<file path="src/design/assert_macros.svh">
`ifndef ASSERT_MACROS_SVH
`define ASSERT_MACROS_SVH

// Both macros sample on the rising edge of clk and stay quiet while rst_n is low.

// The property must hold at every sampled edge.
`define ASSERT_CLK(label, prop) \
    label: assert property (@(posedge clk) disable iff (!rst_n) (prop)) \
        else $error("assertion failed");

// The expression must never be true at a sampled edge.
`define ASSERT_NEVER(label, expr) \
    `ASSERT_CLK(label, !(expr))

`endif

</file>
<file path="src/design/rls_pkg.sv">
package rls_pkg;

    typedef enum logic [1:0] {
        KIND_DC  = 2'd0,
        KIND_AC  = 2'd1,
        KIND_ZRL = 2'd2,
        KIND_EOB = 2'd3
    } symbol_kind_t;

    localparam int COEF_W     = 12;
    localparam int RUN_W      = 4;
    localparam int SIZE_W     = 4;
    localparam int AMP_W      = 11;
    localparam int ZCOUNT_W   = 6;
    localparam int ZRL_CNT_W  = 2;

    // Largest magnitude that a DC difference or an AC value may carry.
    localparam logic signed [COEF_W:0] MAG_LIMIT = 13'sd2047;

    localparam int QUEUE_DEPTH = 4;
    localparam int QPTR_W      = $clog2(QUEUE_DEPTH);
    localparam int QCNT_W      = $clog2(QUEUE_DEPTH + 1);

    // One classified item waiting for the back end: zrl_count ZRL symbols
    // followed by one symbol of the given kind built from value.
    typedef struct packed {
        symbol_kind_t               kind;
        logic [ZRL_CNT_W-1:0]       zrl_count;
        logic [RUN_W-1:0]           run;
        logic signed [COEF_W-1:0]   value;
    } rls_job_t;

endpackage

</file>
<file path="src/design/rls_coef_if.sv">
interface rls_coef_if;
    logic               valid;
    logic               ready;
    logic signed [11:0] coefficient;
    logic               block_start;
    logic               predictor_clear;

    modport source (output valid, output coefficient, output block_start,
                    output predictor_clear, input ready);
    modport sink   (input valid, input coefficient, input block_start,
                    input predictor_clear, output ready);
endinterface

</file>
<file path="src/design/rls_sym_if.sv">
interface rls_sym_if;
    logic        valid;
    logic        ready;
    logic [1:0]  symbol_kind;
    logic [3:0]  zero_run;
    logic [3:0]  size_category;
    logic [10:0] amplitude_bits;
    logic        last_of_run;

    modport source (output valid, output symbol_kind, output zero_run,
                    output size_category, output amplitude_bits,
                    output last_of_run, input ready);
    modport sink   (input valid, input symbol_kind, input zero_run,
                    input size_category, input amplitude_bits,
                    input last_of_run, output ready);
endinterface

</file>
<file path="src/design/rls_front.sv">
`include "assert_macros.svh"

module rls_front #(
    parameter int BLOCK_SIDE = 8
) (
    input  logic              clk,
    input  logic              rst_n,
    rls_coef_if.sink          coefficients,
    input  logic              queue_full,
    output logic              push,
    output rls_pkg::rls_job_t job
);
    import rls_pkg::*;

    localparam int TOTAL = BLOCK_SIDE * BLOCK_SIDE;
    localparam int POS_W = $clog2(TOTAL);

    logic signed [COEF_W-1:0] prev_dc_reg, prev_dc_next;
    logic [POS_W-1:0]         pos_reg, pos_next;
    logic [ZCOUNT_W-1:0]      zero_count_reg, zero_count_next;

    logic                     accept;
    logic                     is_dc;
    logic                     is_last;
    logic                     coef_zero;
    logic signed [COEF_W-1:0] pred;
    logic signed [COEF_W:0]   diff;
    logic signed [COEF_W:0]   diff_sat;
    logic signed [COEF_W-1:0] ac_value;

    assign coefficients.ready = !queue_full;
    assign accept    = coefficients.valid && coefficients.ready;
    assign is_dc     = coefficients.block_start || (pos_reg == '0);
    assign is_last   = (pos_reg == POS_W'(TOTAL - 1));
    assign coef_zero = (coefficients.coefficient == '0);

    // DC difference against the previous block, clamped to +/-2047.
    assign pred = coefficients.predictor_clear ? '0 : prev_dc_reg;
    assign diff = {coefficients.coefficient[COEF_W-1], coefficients.coefficient}
                - {pred[COEF_W-1], pred};

    always_comb
    begin
        if (diff > MAG_LIMIT)
            diff_sat = MAG_LIMIT;
        else if (diff < -MAG_LIMIT)
            diff_sat = -MAG_LIMIT;
        else
            diff_sat = diff;
    end

    // The most negative coefficient has no 11-bit magnitude, so it is clamped.
    assign ac_value = (coefficients.coefficient == {1'b1, {(COEF_W-1){1'b0}}})
                    ? COEF_W'(-MAG_LIMIT) : coefficients.coefficient;

    always_comb
    begin
        push            = 1'b0;
        job.kind        = KIND_DC;
        job.zrl_count   = '0;
        job.run         = '0;
        job.value       = diff_sat[COEF_W-1:0];
        prev_dc_next    = prev_dc_reg;
        pos_next        = pos_reg;
        zero_count_next = zero_count_reg;

        if (accept)
        begin
            if (is_dc)
            begin
                push            = 1'b1;
                prev_dc_next    = coefficients.coefficient;
                pos_next        = POS_W'(1);
                zero_count_next = '0;
            end
            else
            begin
                if (coef_zero)
                begin
                    // A zero only produces a symbol when it closes the block.
                    push      = is_last;
                    job.kind  = KIND_EOB;
                    job.value = '0;
                    if (zero_count_reg != '1)
                        zero_count_next = zero_count_reg + ZCOUNT_W'(1);
                end
                else
                begin
                    // Each full group of sixteen zeros becomes one ZRL.
                    push            = 1'b1;
                    job.kind        = KIND_AC;
                    job.zrl_count   = zero_count_reg[ZCOUNT_W-1:RUN_W];
                    job.run         = zero_count_reg[RUN_W-1:0];
                    job.value       = ac_value;
                    zero_count_next = '0;
                end

                if (is_last)
                begin
                    pos_next        = '0;
                    zero_count_next = '0;
                end
                else
                begin
                    pos_next = pos_reg + POS_W'(1);
                end
            end
        end
    end

    always_ff @(posedge clk or negedge rst_n)
    begin
        if (!rst_n)
        begin
            prev_dc_reg    <= '0;
            pos_reg        <= '0;
            zero_count_reg <= '0;
        end
        else
        begin
            prev_dc_reg    <= prev_dc_next;
            pos_reg        <= pos_next;
            zero_count_reg <= zero_count_next;
        end
    end

    `ASSERT_CLK(a_dc_opens_block, (accept && is_dc) |=> (pos_reg == POS_W'(1)))
    `ASSERT_CLK(a_last_wraps, (accept && !is_dc && is_last) |=>
                              (pos_reg == '0 && zero_count_reg == '0))

endmodule

</file>
<file path="src/design/rls_queue.sv">
`include "assert_macros.svh"

module rls_queue (
    input  logic              clk,
    input  logic              rst_n,
    input  logic              push,
    input  rls_pkg::rls_job_t push_job,
    input  logic              pop,
    output rls_pkg::rls_job_t head,
    output logic              empty,
    output logic              full
);
    import rls_pkg::*;

    rls_job_t            entries_reg [QUEUE_DEPTH];
    logic [QPTR_W-1:0]   wr_ptr_reg, wr_ptr_next;
    logic [QPTR_W-1:0]   rd_ptr_reg, rd_ptr_next;
    logic [QCNT_W-1:0]   count_reg, count_next;

    assign empty = (count_reg == '0);
    assign full  = (count_reg == QCNT_W'(QUEUE_DEPTH));
    assign head  = entries_reg[rd_ptr_reg];

    always_comb
    begin
        wr_ptr_next = wr_ptr_reg;
        rd_ptr_next = rd_ptr_reg;
        count_next  = count_reg;
        if (push)
        begin
            if (wr_ptr_reg == QPTR_W'(QUEUE_DEPTH - 1))
                wr_ptr_next = '0;
            else
                wr_ptr_next = wr_ptr_reg + QPTR_W'(1);
        end
        if (pop)
        begin
            if (rd_ptr_reg == QPTR_W'(QUEUE_DEPTH - 1))
                rd_ptr_next = '0;
            else
                rd_ptr_next = rd_ptr_reg + QPTR_W'(1);
        end
        if (push && !pop)
            count_next = count_reg + QCNT_W'(1);
        else if (pop && !push)
            count_next = count_reg - QCNT_W'(1);
    end

    always_ff @(posedge clk or negedge rst_n)
    begin
        if (!rst_n)
        begin
            wr_ptr_reg <= '0;
            rd_ptr_reg <= '0;
            count_reg  <= '0;
        end
        else
        begin
            wr_ptr_reg <= wr_ptr_next;
            rd_ptr_reg <= rd_ptr_next;
            count_reg  <= count_next;
        end
    end

    always_ff @(posedge clk)
    begin
        if (push)
            entries_reg[wr_ptr_reg] <= push_job;
    end

    `ASSERT_NEVER(a_no_overflow, push && full)
    `ASSERT_NEVER(a_no_underflow, pop && empty)

endmodule

</file>
<file path="src/design/rls_back.sv">
`include "assert_macros.svh"

module rls_back (
    input  logic              clk,
    input  logic              rst_n,
    input  rls_pkg::rls_job_t head,
    input  logic              empty,
    output logic              pop,
    rls_sym_if.source         symbols
);
    import rls_pkg::*;

    logic                   valid_reg, valid_next;
    logic [ZRL_CNT_W-1:0]   zrl_sent_reg, zrl_sent_next;
    symbol_kind_t           kind_reg;
    logic [RUN_W-1:0]       run_reg;
    logic [SIZE_W-1:0]      size_reg;
    logic [AMP_W-1:0]       amp_reg;
    logic                   last_reg;

    logic                   advance;
    logic                   load;
    logic                   is_zrl;
    logic [AMP_W-1:0]       magnitude;
    logic [SIZE_W-1:0]      size_cat;
    logic [COEF_W-1:0]      coded;
    logic [AMP_W:0]         amp_mask;

    // Bit length of an 11-bit magnitude.
    function automatic logic [SIZE_W-1:0] bit_length(input logic [AMP_W-1:0] m);
        logic [SIZE_W-1:0] n;
        n = '0;
        for (int i = 0; i < AMP_W; i++)
        begin
            if (m[i])
                n = SIZE_W'(i + 1);
        end
        return n;
    endfunction

    assign advance = !valid_reg || symbols.ready;
    assign load    = advance && !empty;
    assign is_zrl  = (zrl_sent_reg != head.zrl_count);
    assign pop     = load && !is_zrl;

    // Values never reach -2048 here, so the magnitude fits in 11 bits.
    assign magnitude = head.value[COEF_W-1] ? AMP_W'(-head.value)
                                            : head.value[AMP_W-1:0];
    assign size_cat  = bit_length(magnitude);
    // Negative values are sent as one's complement of the magnitude.
    assign coded     = head.value[COEF_W-1] ? (head.value - COEF_W'(1)) : head.value;
    assign amp_mask  = ((AMP_W+1)'(1) << size_cat) - (AMP_W+1)'(1);

    always_comb
    begin
        valid_next    = valid_reg && !symbols.ready;
        zrl_sent_next = zrl_sent_reg;
        if (load)
        begin
            valid_next = 1'b1;
            if (is_zrl)
                zrl_sent_next = zrl_sent_reg + ZRL_CNT_W'(1);
            else
                zrl_sent_next = '0;
        end
    end

    always_ff @(posedge clk or negedge rst_n)
    begin
        if (!rst_n)
        begin
            valid_reg    <= 1'b0;
            zrl_sent_reg <= '0;
        end
        else
        begin
            valid_reg    <= valid_next;
            zrl_sent_reg <= zrl_sent_next;
        end
    end

    always_ff @(posedge clk)
    begin
        if (load)
        begin
            if (is_zrl)
            begin
                kind_reg <= KIND_ZRL;
                run_reg  <= '1;
                size_reg <= '0;
                amp_reg  <= '0;
                last_reg <= 1'b0;
            end
            else
            begin
                kind_reg <= head.kind;
                run_reg  <= head.run;
                size_reg <= size_cat;
                amp_reg  <= coded[AMP_W-1:0] & amp_mask[AMP_W-1:0];
                last_reg <= 1'b1;
            end
        end
    end

    assign symbols.valid          = valid_reg;
    assign symbols.symbol_kind    = kind_reg;
    assign symbols.zero_run       = run_reg;
    assign symbols.size_category  = size_reg;
    assign symbols.amplitude_bits = amp_reg;
    assign symbols.last_of_run    = last_reg;

    `ASSERT_NEVER(a_zrl_bounded, !empty && (zrl_sent_reg > head.zrl_count))
    `ASSERT_CLK(a_zrl_followed, (valid_reg && symbols.ready && kind_reg == KIND_ZRL)
                                |=> valid_reg)

endmodule

</file>
<file path="src/design/jpeg_run_length_symbolizer.sv">
// Run-length symbolizer for baseline JPEG entropy coding, without the Huffman lookup.
// The coefficients channel takes one quantized coefficient per item, in zigzag order,
// BLOCK_SIDE*BLOCK_SIDE items per block; block_start marks the DC item and
// predictor_clear makes that DC difference relative to zero.
// The symbols channel gives DC, AC run/size, ZRL and EOB symbols with their size
// category and amplitude bits; last_of_run marks the final symbol of one input item.
// A classifying front end updates the DC predictor, position and zero count and writes
// one entry per item that produces symbols into a four-entry queue. The back end turns
// each entry into zero to three ZRL symbols and one final symbol held in an output register.
// The first symbol of an item passes through its queue entry and then the output register
// before it is valid. Throughput: one item per clock cycle while the queue is not full; each
// ZRL symbol occupies the single output register on its own, and the queue absorbs
// these. When the receiver stalls, the output register holds and the queue fills; ready
// drops only while the queue holds four entries. Reset clears the predictor, position,
// zero count, queue and output register; no clearing pass is needed.
module jpeg_run_length_symbolizer #(
    parameter int BLOCK_SIDE = 8
) (
    input  logic        clk,
    input  logic        rst_n,
    rls_coef_if.sink    coefficients,
    rls_sym_if.source   symbols
);
    import rls_pkg::*;

    rls_job_t push_job;
    rls_job_t head;
    logic     push;
    logic     pop;
    logic     empty;
    logic     full;

    // Front end: classifies each coefficient and tracks the block state.
    rls_front #(
        .BLOCK_SIDE (BLOCK_SIDE)
    ) u_front (
        .clk          (clk),
        .rst_n        (rst_n),
        .coefficients (coefficients),
        .queue_full   (full),
        .push         (push),
        .job          (push_job)
    );

    // Queue between classification and symbol emission.
    rls_queue u_queue (
        .clk      (clk),
        .rst_n    (rst_n),
        .push     (push),
        .push_job (push_job),
        .pop      (pop),
        .head     (head),
        .empty    (empty),
        .full     (full)
    );

    // Back end: expands each entry into its symbols.
    rls_back u_back (
        .clk     (clk),
        .rst_n   (rst_n),
        .head    (head),
        .empty   (empty),
        .pop     (pop),
        .symbols (symbols)
    );

endmodule
</file>
<file path="src/flat_wrapper.sv">
// flat-port wrapper written by rule: the top's interface ports become plain ports
module jpeg_run_length_symbolizer_flat import rls_pkg::*;
#(
    parameter int BLOCK_SIDE = 8
)
  (clk, rst_n, coefficients_valid, coefficients_coefficient, coefficients_block_start, coefficients_predictor_clear, coefficients_ready, symbols_valid, symbols_symbol_kind, symbols_zero_run, symbols_size_category, symbols_amplitude_bits, symbols_last_of_run, symbols_ready);
  rls_coef_if coefficients_i ();
  rls_sym_if symbols_i ();
  input  logic clk;
  input  logic rst_n;
  input wire logic [$bits(coefficients_i.valid)-1:0] coefficients_valid;
  input wire logic [$bits(coefficients_i.coefficient)-1:0] coefficients_coefficient;
  input wire logic [$bits(coefficients_i.block_start)-1:0] coefficients_block_start;
  input wire logic [$bits(coefficients_i.predictor_clear)-1:0] coefficients_predictor_clear;
  output wire logic [$bits(coefficients_i.ready)-1:0] coefficients_ready;
  output wire logic [$bits(symbols_i.valid)-1:0] symbols_valid;
  output wire logic [$bits(symbols_i.symbol_kind)-1:0] symbols_symbol_kind;
  output wire logic [$bits(symbols_i.zero_run)-1:0] symbols_zero_run;
  output wire logic [$bits(symbols_i.size_category)-1:0] symbols_size_category;
  output wire logic [$bits(symbols_i.amplitude_bits)-1:0] symbols_amplitude_bits;
  output wire logic [$bits(symbols_i.last_of_run)-1:0] symbols_last_of_run;
  input wire logic [$bits(symbols_i.ready)-1:0] symbols_ready;
  assign coefficients_i.valid = coefficients_valid;
  assign coefficients_i.coefficient = coefficients_coefficient;
  assign coefficients_i.block_start = coefficients_block_start;
  assign coefficients_i.predictor_clear = coefficients_predictor_clear;
  assign coefficients_ready = coefficients_i.ready;
  assign symbols_valid = symbols_i.valid;
  assign symbols_symbol_kind = symbols_i.symbol_kind;
  assign symbols_zero_run = symbols_i.zero_run;
  assign symbols_size_category = symbols_i.size_category;
  assign symbols_amplitude_bits = symbols_i.amplitude_bits;
  assign symbols_last_of_run = symbols_i.last_of_run;
  assign symbols_i.ready = symbols_ready;
  jpeg_run_length_symbolizer #(.BLOCK_SIDE(BLOCK_SIDE)) u_core (.clk(clk), .rst_n(rst_n), .coefficients(coefficients_i), .symbols(symbols_i));
endmodule
</file>
<file path="config.mk">
export PLATFORM = sky130hd
export DESIGN_NAME = jpeg_run_length_symbolizer_flat
export DESIGN_NICKNAME = d
export VERILOG_FILES = /design/src/design/rls_pkg.sv /design/src/design/rls_coef_if.sv /design/src/design/rls_sym_if.sv /design/src/design/rls_front.sv /design/src/design/rls_queue.sv /design/src/design/rls_back.sv /design/src/design/jpeg_run_length_symbolizer.sv /design/src/flat_wrapper.sv
export VERILOG_INCLUDE_DIRS = /design/src /design/src/design
export SDC_FILE = /design/constraint.sdc
export NUM_CORES = 1
export LEC_CHECK = 0
export ABC_AREA = 1
export BUFFER_PORTS_ARGS = -buffer_cell sky130_fd_sc_hd__buf_2
export CORE_ASPECT_RATIO = 1.25
export CORE_MARGIN = 4
export CORE_UTILIZATION = 35
export CTS_BUF_LIST = sky130_fd_sc_hd__clkbuf_4
export DETAILED_ROUTE_END_ITERATION = 12
export PLACE_DENSITY = 0.58
export SLEW_MARGIN = 20
export SYNTH_ARGS = -nofsm -noshare
export SYNTH_HDL_FRONTEND = slang
export SYNTH_HIERARCHICAL = 1
export SYNTH_SLANG_ARGS = --single-unit
</file>
<file path="constraint.sdc">
create_clock -name clk -period 3.8 [get_ports clk]
set_clock_uncertainty 0.1 [all_clocks]
set_input_delay 0.38 -clock clk [delete_from_list [all_inputs] [get_ports clk]]
set_output_delay 0.38 -clock clk [all_outputs]
set_load 0.01 [all_outputs]
</file>
---- After elaboration in Yosys (flattened, before gate mapping) ----
Memories as Yosys holds them, arrays and structs flattened.
Index checks and enable logic that the tools add are counted.
word-level totals
  bits of input ports ..................... 18
  logic and storage cells ................. 98
  memories kept ........................... 1
  output and inout bits ................... 24
  bits in writable memories ............... 80
  flip-flop bits (word level) ............. 56
cells by class
  muxes and demuxes ....................... 40
  add/sub/neg operators ................... 11
  shift-type cells ........................ 1
  eq/ne operators ......................... 8
  bitwise operators ....................... 1
  reductions and logical operators ........ 21
  magnitude comparators ................... 2
memories
  name                        words  bits a word  read ports  clocked after Yosys merged registers in  write ports  RTL line         source
  u_core.u_queue.entries_reg  4      20           1           0                                        1            rls_queue.sv:15  rls_job_t entries_reg [QUEUE_DEPTH];
operators with widths
  cell                     number
  $mux W12                 5
  $mux W6                  7
  $mux W20                 2
  $mux W4                  9
  $mux W11                 2
  $sub A11 B2 Y11 const B  2
  $gt A13 B12 Y1 const B   1
  $lt A13 B12 Y1 const B   1
  $sub A12 B12 Y13         1
  $add A6 B1 Y6 const B    2
  $eq A12 B12 Y1 const B   1
  $logic_not A12 Y1        1
  $and A11 B11 Y11         1
  $neg A11 Y11             1
  $shl A1 B4 Y11 const A   1
  $mux W2                  5
  $mux W1                  8
  $logic_not A1 Y1         7
  $add A2 B1 Y2 const B    3
  $eq A6 B6 Y1 const B     1
  $logic_and A1 B1 Y1      6
  $logic_not A6 Y1         1
  $mux W3                  2
  $ne A6 B6 Y1 const B     1
  10 further kinds         13

---- Depth between registers and ports, before layout ----
An unclocked memory read counts as a cell.
  depth after elaboration ................. 17
  gate-level depth with buffers ........... 25
  mapped depth without buffers ............ 24

---- Cells and area by module ----
Netlist, hierarchy kept.
modules (own cells, without submodules)
  module     area an instance (µm²)  sequential area each (µm²)  cells an instance  times used
  rls_queue  3,721.1                 2,577.5                     284                1
  rls_front  2,279.7                 600.6                       368                1
  rls_back   1,759.2                 735.7                       228                1

---- Worst setup path after synthesis ----
Ideal clock, no wire load.
  kind .................................... reg2reg
  from .................................... reg u_core.u_queue.rd_ptr_reg[0]
  to ...................................... reg u_core.u_back.amp_reg[10] (netlist: u_core/u_back/symbols.amplitude_bits[10]), data pin
  data required time ...................... 3.446 ns
  clock period less this slack ............ 3.058 ns
  cell stages (with the launch flop) ...... 26
  setup slack ............................. 0.742 ns
  setup time .............................. 0.254 ns
  buffers on the path ..................... 1
  data arrival time ....................... 2.705 ns
  path through ............................ dfrtp_1 inv_4 buf_6 nand2_1 o211ai_1 nand2_1 inv_1 ha_1 inv_1 nand2_1 nand3_1 nand3_1 nand3_1 nand2_1 nand2_1 nand2_1 nand2_1 nand2_1 nand2_1 nand2_1 nand3_1 ha_1 inv_1 o21ai_0 a21oi_1 nor2_1
RTL lines
  what                      RTL line         source
  start: declaration        rls_queue.sv:17  logic [QPTR_W-1:0] rd_ptr_reg, rd_ptr_next;
  start signal: assignment  rls_queue.sv:60  rd_ptr_reg <= rd_ptr_next;
  end signal: assignment    rls_back.sv:99   amp_reg <= coded[AMP_W-1:0] & amp_mask[AMP_W-1:0];
  end: declaration          rls_back.sv:18   logic [AMP_W-1:0] amp_reg;

==> impl_metrics.toml <==
[power]
power_switching_mw = 3.30
finalPower_mw = 7.32
p_leak_nw = 3.97
peakVddDrop_mv = 0.377
power_density_nw_per_um2 = 843
intPower_mw = 4.02
power_frac_comb_pct = 52.7
p_seq_share_pct = 33.6
p_sw_share_pct = 45.0
clkPwrFrac_pct = 13.6

[timing]
tightest_slew_ps = 848
fin_ws_ps = 428
setup_viol = 0
finalCritPeriodShare_pct = 88.7
slew_headroom_pct = 43.5
rsz0062_at_grt = "no"
slew_viol_final = 0
clock.fmax_mhz = 297
finalCriticalPeriod_ps = 3370
fin_hold_ws_ps = 65.8
setup_tns_ps = 0
hold_viol_final = 0

[cells_and_area]
synthToLayoutAreaGrowth_pct = 11.9
final_cell_mix = "239 x nand2_1, 145 x inv_1, 102 x edfxtp_1"
final_common_cell = "nand2_1"
layout.nets = 988
largest_reg_flops = 80
layout-drive-gt1-share_pct = 17.3
final_cell_area_um2 = 8680

[routing]
drt_iter0_drc = 295
ant_nets = 0
wl_um = 15600
drc = 0
wl_per_cell_um = 12.6
via_per_inst = 4.60
vias = 5685
drt-pass1-iter-count = 4

[die]
ios = 42
core_um2 = 21700
die_x_um = 141
num_rows = 60
die-area_um2 = 24600
initial_core_util_pct = 35.8
chipHeight_um = 174

[critical_path]
worst_setup_path_start_kind = "register"
cp-end-kind = "register"
crit_chain = "inv_2 -> o211ai_2 -> nand2_1 -> inv_2 -> nand2_1 -> nand3_1 -> nand3_1 -> nand3_1 -> nand2_1 -> nand2_1 -> nand2_1 -> nand2_1 -> nand2_1 -> nand2_1 -> nand2_1 -> nand3_1 -> ha_1 -> inv_1 -> o21ai_0 -> a21oi_1 -> nor2_1"
cp.arrival_ps = 3570
slowest_stage = "dfrtp_2"
worstPathRequired_ps = 4000
path_max_fanout = 13
critical-path-max-stage-delay_ps = 500
crit_type = "register to register"
cp_common_cell = "nand2_1"

[global_routing]
grt_usage_pct = 13.2
grt_max_degree = 50
grt_overflow = 0
grt_pass1_wl_um = 26500
grt_pass1_vias = 5591
grt_antenna_before_repair = 1

[synth]
yosysSeqAreaShare_pct = 50.4
ys_seq_elements = 136
synth_area_um2 = 7760
postSynthAreaPerCell_um2 = 8.82
synth.distinct_cells = 41
synth_nets = 926
yosys_warnings = 6
netlist_instances = 880

[clock_tree]
clockBufferDepth = 2
clock_sinks = 136
cts_setup_buffers = 0
cts_buffers = 17
clockRootBuffer = "clkbuf_4"
cts_tree = "yes"
h-tree-depth = 4
insertion_delay_ps = 530
cts.clk_slew.worst_paths_ps = 130

[hold_path]
holdCritPathClass = "input pin to register"

[placement]
io_buffers = 41
routabilityCongestion = 0.884
dp_hpwl_um = 11500
dpl_cell_area_um2 = 8270
place_ws_ps = 279

[outcome]
status = "finished, final reports clean"

[run]
max_cap_violations = 0
## critical path, delay by kind of cell, from the launching register on
kind            cells  cell delay (ps)
simple gates       14             1370
buf+inv             3              550
flops               1              500
compound gates      3              350
fa+ha+maj           1              270
## cells in the mapped netlist, drive strengths merged
library cell  number  area [µm²]
a21oi             28         159
a31oi              1        6.26
buf               16         136
clkbuf             4        25.0
dfrtp             34         851
edfxtp           102        3060
fa                 2        40.0
ha                26         325
inv              155         584
nand2            259        1040
nand3             46         235
nand4              7        50.1
nor2              81         367
nor3              17        90.1
nor3b              2        15.0
nor4               4        25.0
o211ai            43         423
o21ai             35         179
o21bai             1        7.51
o221ai             1        8.76
o22ai              1        6.26
or2                5        31.3
xnor2              4        35.0
xor2               6        60.1
## metal layers
| metal | vias up | part of all wire (%) | GRT usage [%] |
|---|---|---|---|
| met5 | - | 0 | 0 |
| met4 | 0 | 1.6 | 4.52 |
| met3 | 17 | 3.2 | 2.97 |
| met2 | 80 | 50 | 22.6 |
| met1 | 2595 | 45 | 16.3 |
| li1 | 2993 | - | - |
## final timing paths
path                                               start                                  endpoint  slack [ps]  depth (start not counted)
setup / recovery            u_core/u_queue/rd_ptr_reg[1]  u_core/u_back/symbols.amplitude_bits[10]         430                         21
hold / removal               coefficients_coefficient[7]             u_core/u_front/prev_dc_reg[7]          70                          3
setup reg to reg            u_core/u_queue/rd_ptr_reg[1]  u_core/u_back/symbols.amplitude_bits[10]         430                         21
hold reg to reg            u_core/u_front/prev_dc_reg[2]             u_core/u_front/prev_dc_reg[2]         390                          2
max in group asynchronous                          rst_n              u_core/u_queue/rd_ptr_reg[0]        2650                          2
min in group asynchronous                          rst_n             u_core/u_back/zrl_sent_reg[1]         370                          2
## metrics by stage
step                cells  utilization [%]
floorplan             880                -
global placement     1193             38.1
detailed placement   1193             38.1
CTS                  1234             39.9
global route         1236             40.0
finish               1236             40.0
## power by group through the flow
stage | clock [mW] | sequential (mW) | combinational, mW
detailed placement | 0 | 2.50 | 3.86
global placement | 0 | 2.48 | 3.82
floorplan | 0 | 2.53 | 2.94
CTS | 1.03 | 2.46 | 3.88
finish | 0.999 | 2.46 | 3.86
global route | 1.10 | 2.52 | 4.43
## layout make-up
cell class | instances | area [µm²]
Multi-Input combinational cell | 569 | 3120
Clock buffer | 19 | 143
Timing Repair Buffer | 63 | 405
Fill cell | 2194 | 13000
Tap cell | 279 | 349
Inverter | 155 | 594
Clock inverter | 13 | 155
Antenna cell | 2 | 5.00
Sequential cell | 136 | 3920
## cell families (layout without fill, tap and decap cells)
logic type / after synthesis / in the layout / share of synthesized area (%)
simple gates: 421 / 421 / 23.8
buf+inv: 175 / 250 / 9.61
flops: 136 / 136 / 50.4
compound gates: 110 / 110 / 10.2
fa+ha+maj: 28 / 28 / 4.71
xor+xnor: 10 / 10 / 1.23
other cells: 0 / 2 / 0
## repair_timing
| item | CTS | global route |
|---|---|---|
| hold buffers | 9 | 0 |
| gates resized for setup | 0 | 8 |
| hold endpoints to repair | 42 | 0 |
| setup endpoints to repair | 0 | 6 |
(Power assumes the default switching activity.)
